**config.mk**
```make
export PLATFORM = sky130hd
export DESIGN_NAME = lrc_timestamp_lyric_extract_top
export DESIGN_NICKNAME = d
export VERILOG_FILES = /design/src/rtl/core/lrc_pkg.sv /design/src/rtl/core/lrc_stamp_gen.sv /design/src/rtl/core/lrc_scan.sv /design/src/rtl/core/lrc_timestamp_lyric_extract_top.sv
export SDC_FILE = /design/constraint.sdc
export NUM_CORES = 1
export LEC_CHECK = 0
export BUFFER_PORTS_ARGS = -buffer_cell sky130_fd_sc_hd__buf_2
export CAP_MARGIN = 20
export CORE_MARGIN = 5
export CORE_UTILIZATION = 50
export CTS_BUF_LIST = sky130_fd_sc_hd__clkbuf_16
export CTS_CLUSTER_DIAMETER = 120
export DETAILED_ROUTE_END_ITERATION = 16
export GPL_TIMING_DRIVEN = 0
export PLACE_DENSITY = 0.69
export SLEW_MARGIN = 10
export SYNTH_ARGS = -nofsm -noshare
export SYNTH_HDL_FRONTEND = slang
export SYNTH_SLANG_ARGS = --single-unit
```
**constraint.sdc**
```tcl
create_clock -name aclk -period 3.6 [get_ports aclk]
set_input_delay 0 -clock aclk [delete_from_list [all_inputs] [get_ports aclk]]
set_output_delay 0 -clock aclk [all_outputs]
set_load 0.005 [all_outputs]
```
**src/rtl/core/lrc_pkg.sv**
```systemverilog
package lrc_pkg;

    localparam int unsigned SECONDS_W     = 13;
    localparam int unsigned BYTE_W        = 8;
    localparam int unsigned LEN_W         = 6;
    localparam int unsigned STAMP_CHARS   = 5;
    localparam int unsigned MAX_LYRIC_CHARS = 32;

    localparam logic [BYTE_W-1:0] CHAR_LF     = 8'h0a;
    localparam logic [BYTE_W-1:0] CHAR_ZERO   = 8'h30;
    localparam logic [BYTE_W-1:0] CHAR_COLON  = 8'h3a;
    localparam logic [BYTE_W-1:0] CHAR_OPEN   = 8'h5b;
    localparam logic [BYTE_W-1:0] CHAR_CLOSE  = 8'h5d;

    localparam logic [LEN_W-1:0] MAX_LEN = LEN_W'(MAX_LYRIC_CHARS);

    // The five characters of "MM:SS", first character at index 0.
    typedef logic [BYTE_W-1:0] stamp_t [STAMP_CHARS];

    typedef struct packed {
        logic              valid;
        logic              found;
        logic              has_char;
        logic [BYTE_W-1:0] lyric_char;
        logic              last;
        logic [LEN_W-1:0]  lyric_length;
    } result_t;

endpackage

```
**src/rtl/core/lrc_stamp_gen.sv**
```systemverilog
module lrc_stamp_gen (
    input  logic                           aclk,
    input  logic                           aresetn,
    input  logic                           cfg_wr_en,
    input  logic [lrc_pkg::SECONDS_W-1:0]  cfg_wr_data,
    output lrc_pkg::stamp_t                stamp,
    output logic                           busy
);
    import lrc_pkg::*;

    // Reciprocal of 60 scaled by 2^19; exact for every 13-bit value.
    localparam int unsigned RECIP60_SHIFT = 19;
    localparam logic [13:0] RECIP60       = 14'd8739;
    // Reciprocal of 10 scaled by 2^11; exact below 1029.
    localparam int unsigned RECIP10_SHIFT = 11;
    localparam logic [7:0]  RECIP10       = 8'd205;

    logic [2:0]            stage_vld_reg;
    logic [26:0]           prod_reg;
    logic [SECONDS_W-1:0]  secs_reg;
    logic [7:0]            mins_reg;
    logic [5:0]            rest_reg;
    logic [3:0]            mins_tens_reg;
    logic [2:0]            rest_tens_reg;
    logic [7:0]            mins_q_reg;
    logic [5:0]            rest_q_reg;
    stamp_t                stamp_reg;

    logic [7:0]            mins_next;
    logic [SECONDS_W-1:0]  mins_x60;
    logic [5:0]            rest_next;
    logic [15:0]           mins_prod;
    logic [13:0]           rest_prod;
    logic [7:0]            mins_x10;
    logic [5:0]            rest_x10;

    always_comb begin
        mins_next = prod_reg[RECIP60_SHIFT +: 8];
        mins_x60  = (SECONDS_W'(mins_next) << 6) - (SECONDS_W'(mins_next) << 2);
        rest_next = 6'(secs_reg - mins_x60);
        mins_prod = mins_reg * RECIP10;
        rest_prod = rest_reg * RECIP10;
        mins_x10  = (8'(mins_tens_reg) << 3) + (8'(mins_tens_reg) << 1);
        rest_x10  = (6'(rest_tens_reg) << 3) + (6'(rest_tens_reg) << 1);
    end

    always_ff @(posedge aclk) begin
        if (!aresetn) begin
            stage_vld_reg <= '0;
            stamp_reg[0]  <= CHAR_ZERO;
            stamp_reg[1]  <= CHAR_ZERO;
            stamp_reg[2]  <= CHAR_COLON;
            stamp_reg[3]  <= CHAR_ZERO;
            stamp_reg[4]  <= CHAR_ZERO;
        end else begin
            stage_vld_reg <= {stage_vld_reg[1:0], cfg_wr_en};
            if (stage_vld_reg[2]) begin
                stamp_reg[0] <= CHAR_ZERO + BYTE_W'(mins_tens_reg);
                stamp_reg[1] <= CHAR_ZERO + BYTE_W'(mins_q_reg - mins_x10);
                stamp_reg[2] <= CHAR_COLON;
                stamp_reg[3] <= CHAR_ZERO + BYTE_W'(rest_tens_reg);
                stamp_reg[4] <= CHAR_ZERO + BYTE_W'(rest_q_reg - rest_x10);
            end
        end
        prod_reg      <= cfg_wr_data * RECIP60;
        secs_reg      <= cfg_wr_data;
        mins_reg      <= mins_next;
        rest_reg      <= rest_next;
        mins_tens_reg <= mins_prod[RECIP10_SHIFT +: 4];
        rest_tens_reg <= rest_prod[RECIP10_SHIFT +: 3];
        mins_q_reg    <= mins_reg;
        rest_q_reg    <= rest_reg;
    end

    assign stamp = stamp_reg;
    assign busy  = cfg_wr_en | (|stage_vld_reg);

endmodule

```
**src/rtl/core/lrc_scan.sv**
```systemverilog
module lrc_scan (
    input  logic                        aclk,
    input  logic                        aresetn,
    input  logic                        accept,
    input  logic [lrc_pkg::BYTE_W-1:0]  file_byte,
    input  logic                        end_of_file,
    input  lrc_pkg::stamp_t             stamp,
    output lrc_pkg::result_t            result
);
    import lrc_pkg::*;

    typedef enum logic [2:0] {
        MODE_SEEK,
        MODE_CMP,
        MODE_CLOSE,
        MODE_AFTER,
        MODE_COPY,
        MODE_DONE
    } mode_t;

    mode_t             mode_reg,  mode_next;
    logic [2:0]        index_reg, index_next;
    logic [LEN_W-1:0]  count_reg, count_next;

    logic [BYTE_W-1:0] expect_char;
    logic [LEN_W-1:0]  count_base;
    logic [LEN_W-1:0]  count_inc;
    logic              copy_now;
    logic              stop;

    always_comb begin
        unique case (index_reg)
            3'd0:    expect_char = stamp[0];
            3'd1:    expect_char = stamp[1];
            3'd2:    expect_char = stamp[2];
            3'd3:    expect_char = stamp[3];
            default: expect_char = stamp[4];
        endcase
    end

    always_comb begin
        mode_next  = mode_reg;
        index_next = index_reg;
        count_next = count_reg;
        result     = '0;
        copy_now   = 1'b0;
        count_base = count_reg;
        stop       = 1'b0;
        count_inc  = '0;

        unique case (mode_reg)
            MODE_SEEK: begin
                if (file_byte == CHAR_OPEN) begin
                    mode_next  = MODE_CMP;
                    index_next = '0;
                end
            end
            MODE_CMP: begin
                if (file_byte != expect_char) begin
                    mode_next  = MODE_SEEK;
                    index_next = '0;
                end else begin
                    index_next = index_reg + 3'd1;
                    if (index_next >= 3'(STAMP_CHARS)) begin
                        mode_next = MODE_CLOSE;
                    end
                end
            end
            MODE_CLOSE: begin
                if (file_byte == CHAR_CLOSE) begin
                    mode_next = MODE_AFTER;
                end
            end
            MODE_AFTER: begin
                if (file_byte == CHAR_OPEN) begin
                    mode_next = MODE_CLOSE;
                end else begin
                    copy_now   = 1'b1;
                    count_base = '0;
                end
            end
            MODE_COPY: begin
                copy_now = 1'b1;
            end
            default: begin
            end
        endcase

        if (copy_now) begin
            result.valid = 1'b1;
            result.found = 1'b1;
            result.last  = 1'b1;
            if (file_byte == CHAR_LF) begin
                result.lyric_length = count_base;
                count_next          = count_base;
                mode_next           = MODE_DONE;
            end else begin
                count_inc           = count_base + LEN_W'(1);
                stop                = end_of_file || (count_inc >= MAX_LEN);
                count_next          = count_inc;
                result.has_char     = 1'b1;
                result.lyric_char   = file_byte;
                result.last         = stop;
                result.lyric_length = count_inc;
                mode_next           = stop ? MODE_DONE : MODE_COPY;
            end
        end

        if (end_of_file) begin
            if (!copy_now && (mode_next != MODE_DONE)) begin
                result.valid = 1'b1;
                result.last  = 1'b1;
            end
            mode_next  = MODE_SEEK;
            index_next = '0;
            count_next = '0;
        end
    end

    always_ff @(posedge aclk) begin
        if (!aresetn) begin
            mode_reg  <= MODE_SEEK;
            index_reg <= '0;
            count_reg <= '0;
        end else if (accept) begin
            mode_reg  <= mode_next;
            index_reg <= index_next;
            count_reg <= count_next;
        end
    end

endmodule

```
**src/rtl/core/lrc_timestamp_lyric_extract_top.sv**
```systemverilog
// An accepted input transaction has its result on the m_ side in the next cycle.
// Throughput: one byte per cycle while no configuration write runs and results are
// drained, set by the scan state update and the one-entry result register, which is
// refilled in the cycle it is drained. A configuration write holds s_tready low while
// the stamp converter recomputes. Reset (aresetn low, synchronous) clears the scan
// state, empties the result register and sets the sought time to 00:00.
module lrc_timestamp_lyric_extract_top (
    input  logic                           aclk,
    input  logic                           aresetn,

    // Play time in seconds; written while the block is idle.
    input  logic                           cfg_wr_en,
    input  logic [lrc_pkg::SECONDS_W-1:0]  cfg_wr_data,

    // Input stream, one file byte per transaction.
    input  logic                           s_tvalid,
    output logic                           s_tready,
    input  logic [7:0]                     s_tdata,   // [7:0] file_byte
    input  logic                           s_tlast,   // end_of_file

    // Result stream, at most one result per input byte.
    output logic                           m_tvalid,
    input  logic                           m_tready,
    output logic [15:0]                    m_tdata,   // [0] found, [1] has_char,
                                                      // [9:2] lyric_char,
                                                      // [15:10] lyric_length
    output logic                           m_tlast    // last
);
    import lrc_pkg::*;

    stamp_t   stamp;
    logic     stamp_busy;
    result_t  scan_result;
    logic     in_accept;

    logic                 out_valid_reg;
    logic                 out_found_reg;
    logic                 out_has_char_reg;
    logic [BYTE_W-1:0]    out_char_reg;
    logic                 out_last_reg;
    logic [LEN_W-1:0]     out_len_reg;

    // The stamp converter turns the written seconds into the five "MM:SS"
    // characters over a short pipeline, so no divider sits in the byte path.
    lrc_stamp_gen u_stamp_gen (
        .aclk        (aclk),
        .aresetn     (aresetn),
        .cfg_wr_en   (cfg_wr_en),
        .cfg_wr_data (cfg_wr_data),
        .stamp       (stamp),
        .busy        (stamp_busy)
    );

    // A new byte is taken whenever the stamp converter is idle and the result
    // register is empty or is being drained in this cycle, so the scanner never
    // waits on a pending result that the consumer is about to take.
    assign s_tready  = !stamp_busy && (!out_valid_reg || m_tready);
    assign in_accept = s_tvalid && s_tready;

    lrc_scan u_scan (
        .aclk        (aclk),
        .aresetn     (aresetn),
        .accept      (in_accept),
        .file_byte   (s_tdata),
        .end_of_file (s_tlast),
        .stamp       (stamp),
        .result      (scan_result)
    );

    // Result register. It loads on every accepted transaction; a byte that
    // produces no result simply leaves it empty once the old result is gone.
    always_ff @(posedge aclk) begin
        if (!aresetn) begin
            out_valid_reg <= 1'b0;
        end else if (in_accept) begin
            out_valid_reg <= scan_result.valid;
        end else if (m_tready) begin
            out_valid_reg <= 1'b0;
        end
        if (in_accept) begin
            out_found_reg    <= scan_result.found;
            out_has_char_reg <= scan_result.has_char;
            out_char_reg     <= scan_result.lyric_char;
            out_last_reg     <= scan_result.last;
            out_len_reg      <= scan_result.lyric_length;
        end
    end

    assign m_tvalid = out_valid_reg;
    assign m_tdata  = {out_len_reg, out_char_reg, out_has_char_reg, out_found_reg};
    assign m_tlast  = out_last_reg;

endmodule

```
==> impl_metrics.ini <==
[outcome]
status = finished, violations left
violations = hold timing, setup timing

[worst_setup_path]
endpoint = u_stamp_gen.mins_tens_reg[3]
r2r-end = u_stamp_gen.mins_tens_reg[3]
crit_type = reg -> reg
cp-end-kind = flop
path_max_fanout = 4
r2r.worst_path.cells = 14
worst_ep_arrival_time_ns = 4.02
worstPathRequired_ns = 3.84
crit_path_start = u_stamp_gen.mins_reg[2]
startpoint_type = flop
r2r_start = u_stamp_gen.mins_reg[2]
reg2reg_slack_ns = -0.18

[final_layout]
area_growth_pct = 15.2
largest_reg_flops = 23
drive_gt1_share_pct = 12.3
nNetsFinal = 1104
layout_commonest_cell = ha_1
fill_cells = 1398
final_cell_mix = 155 x ha_1, 149 x inv_1, 81 x dfxtp_1
antenna_cells = 0

[clock_tree]
cts_made_buffers = 9
cts_tree = built
clock_latency_ns = 0.35
htreeDepth = 3
clock-sinks = 105
cts_buffer_depth = 2
root_buffer = clkbuf_16
cts.clk_slew.worst_paths_ns = 0.07

[logic_synthesis]
synth_flop_cell = dfxtp_1
ys.warnings.count = 0
yosysSeqAreaShare_pct = 28.7
synth_edf_count = 17
syn_nets = 1029
netlist_instances = 799
synthDistinctLibCells = 60
syn-cell-area_um2 = 7920
async_flop_share_pct = 0
avgSynthCellArea_um2 = 9.92
ys_ff_latch = 105

[timing]
slew-limit-headroom_pct = 50.2
finalCriticalPeriod_ns = 3.78
fmax_ghz = 0.265
tightest_slew_ns = 0.747
rsz0062_at_grt = yes
fin_crit_sh_pct = 105
timing.final.hold_violations = 1
setup_viol = 3
hold_slack_ns = -0.00230
maxSlewViolCount = 0
skew_ns = 0.00724
setup_ws_ns = -0.179

[placement]
portBuffers = 44
place_congestion = 0.825
dp_hpwl_um = 11700
post-place-ws_ns = -0.481

[floorplan]
coreArea_um2 = 15700
die_w_um = 136
start_util_pct = 50.4
num_rows = 46
die_area_um2 = 18500
die_h_um = 136
pin_count = 46

[power_and_ir_drop]
p_total_mw = 7.72
vdd_drop_max_mv = 0.495
p_sw_mw = 3.18
comb_power_share_pct = 65.3
p_seq_share_pct = 20.9
p_int_mw = 4.54
leakage_nw = 4.49
power.share.clock_pct = 13.8
power-per-cell-area_nw_per_um2 = 846
switching_share_pct = 41.2

[routing]
drc = 0
num_vias = 5561
drt_wl_total_um = 14700
via_per_inst = 5.08
drt_iter0_drc = 193
first_pass_iters = 4
wl_per_cell_um = 13.4
ant_nets = 0

[grt]
grt_pass1_vias = 5624
grt_overflow_total = 0
track_usage_pct = 17.1
antenna_found_initial = 0
grt_max_degree = 18
grt_pass1_wl_um = 25300

[min_path]
min_from = aresetn
hp-class = in -> reg

[job]
maxCapViolCount = 0
-- worst min path at each step --
stage | cells past startpoint | end
after floorplan | 0 | u_stamp_gen.prod_reg[0]
after global placement | 1 | u_stamp_gen.prod_reg[0]
after detailed placement | 1 | u_stamp_gen.prod_reg[0]
after CTS | 2 | u_scan.count_reg[3]
after global routing | 2 | m_tvalid
final | 2 | u_scan.count_reg[3]
-- per-layer routing --
metal,share of wire (%),wire [um],GRT usage [%]
met1,45,6640,20.9
met2,49,7200,30.4
met3,3.7,547,3.77
met4,2.0,297,4.48
met5,0,0,0
-- through the flow --
step	cells	cell area [um2]	setup TNS [ns]	util, %
finish	1095	9120	-0.254	58.1
CTS	1093	9040	-0.365	57.5
detailed placement	1060	8470	-2.93	53.9
global placement	1059	8450	-2.69	53.8
global route	1095	9120	-0.658	58.1
floorplan	799	7960	-0.0400	-
-- critical path, stage by stage, from the launching register on --
cell,delay [ns]
dfxtp_4,0.37
ha_4,0.27
inv_2,0.04
fa_1,0.48
fa_1,0.54
inv_2,0.05
fa_2,0.54
ha_4,0.19
o21a_1,0.18
o21a_1,0.17
o211a_1,0.23
o21a_1,0.20
buf_6,0.14
nor4_4,0.21
nor4_2,0.08
-- Yosys cell counts (3+ instances only) --
| cell | number | area, um2 |
|---|---|---|
| a21o_1 | 7 | 52.6 |
| fa_1 | 42 | 841 |
| a31oi_1 | 7 | 43.8 |
| a21oi_1 | 30 | 150 |
| ha_1 | 161 | 2010 |
| dfxtp_1 | 88 | 1760 |
| a211oi_1 | 3 | 22.5 |
| nand2_1 | 29 | 109 |
| and3_1 | 6 | 37.5 |
| a21boi_0 | 8 | 60.1 |
| clkbuf_1 | 11 | 41.3 |
| edfxtp_1 | 17 | 510 |
| buf_4 | 3 | 22.5 |
| nor4_1 | 3 | 18.8 |
| mux2i_1 | 14 | 140 |
| nand3_1 | 9 | 45.0 |
| or2_2 | 5 | 31.3 |
| nor3_1 | 7 | 35.0 |
| o21a_1 | 6 | 45.0 |
| nor2_1 | 13 | 48.8 |
| nand3b_1 | 5 | 37.5 |
| xnor2_1 | 22 | 193 |
| o211a_1 | 8 | 80.1 |
| inv_1 | 151 | 567 |
| xor2_1 | 13 | 114 |
| and4_1 | 3 | 26.3 |
| nor2b_1 | 28 | 175 |
| o2111ai_1 | 3 | 26.3 |
| nor3b_1 | 7 | 52.6 |
| and2_1 | 16 | 100 |
| o31ai_1 | 6 | 45.0 |
| a22oi_1 | 4 | 30.0 |
| o21ai_0 | 22 | 110 |
| nand4_1 | 6 | 37.5 |
-- cell families (layout without fill, tap and decap cells) --
kind of cell               Yosys count  after routing  synth area share [%]
AOI/OAI and AO/OA                  129            129                  11.2
xor gates and xnor gates            35             35                  3.87
adders and majority gates          203            203                  36.0
buffers and inverters              167            247                  8.07
DFF                                105            105                  28.7
muxes                               14             14                  1.77
and+or+nand+nor                    146            146                  10.4
-- layout make-up --
cell class	count	area, um2	share of cell area (%)
Buffer	15	68.8	0.754
Timing Repair Buffer	64	419	4.59
Multi-Input combinational cell	527	5180	56.8
Sequential cell	105	2290	25.1
Tap cell	216	270	2.96
Inverter	152	571	6.25
Clock buffer	10	250	2.74
Clock inverter	6	78.8	0.864
-- power groups by stage --
stage	Combinational, mW	Sequential [mW]	Clock, mW
2_1_floorplan	3.65	1.56	0
3_3_place_gp	4.47	1.63	0
3_5_place_dp	4.56	1.63	0
4_1_cts	4.99	1.62	1.10
5_1_grt	5.90	1.64	1.14
6_report	5.04	1.61	1.06
-- what timing repair did --
action | CTS | global route
endpoints found under the setup margin | 7 | 9
hold buffers | 15 | 0
gates resized for setup | 14 | 12
hold endpoints to repair | 15 | 0
buffers inserted | 2 | 2
pin swaps | 12 | 12
No activity file was read; power rests on OpenSTA's default activity.
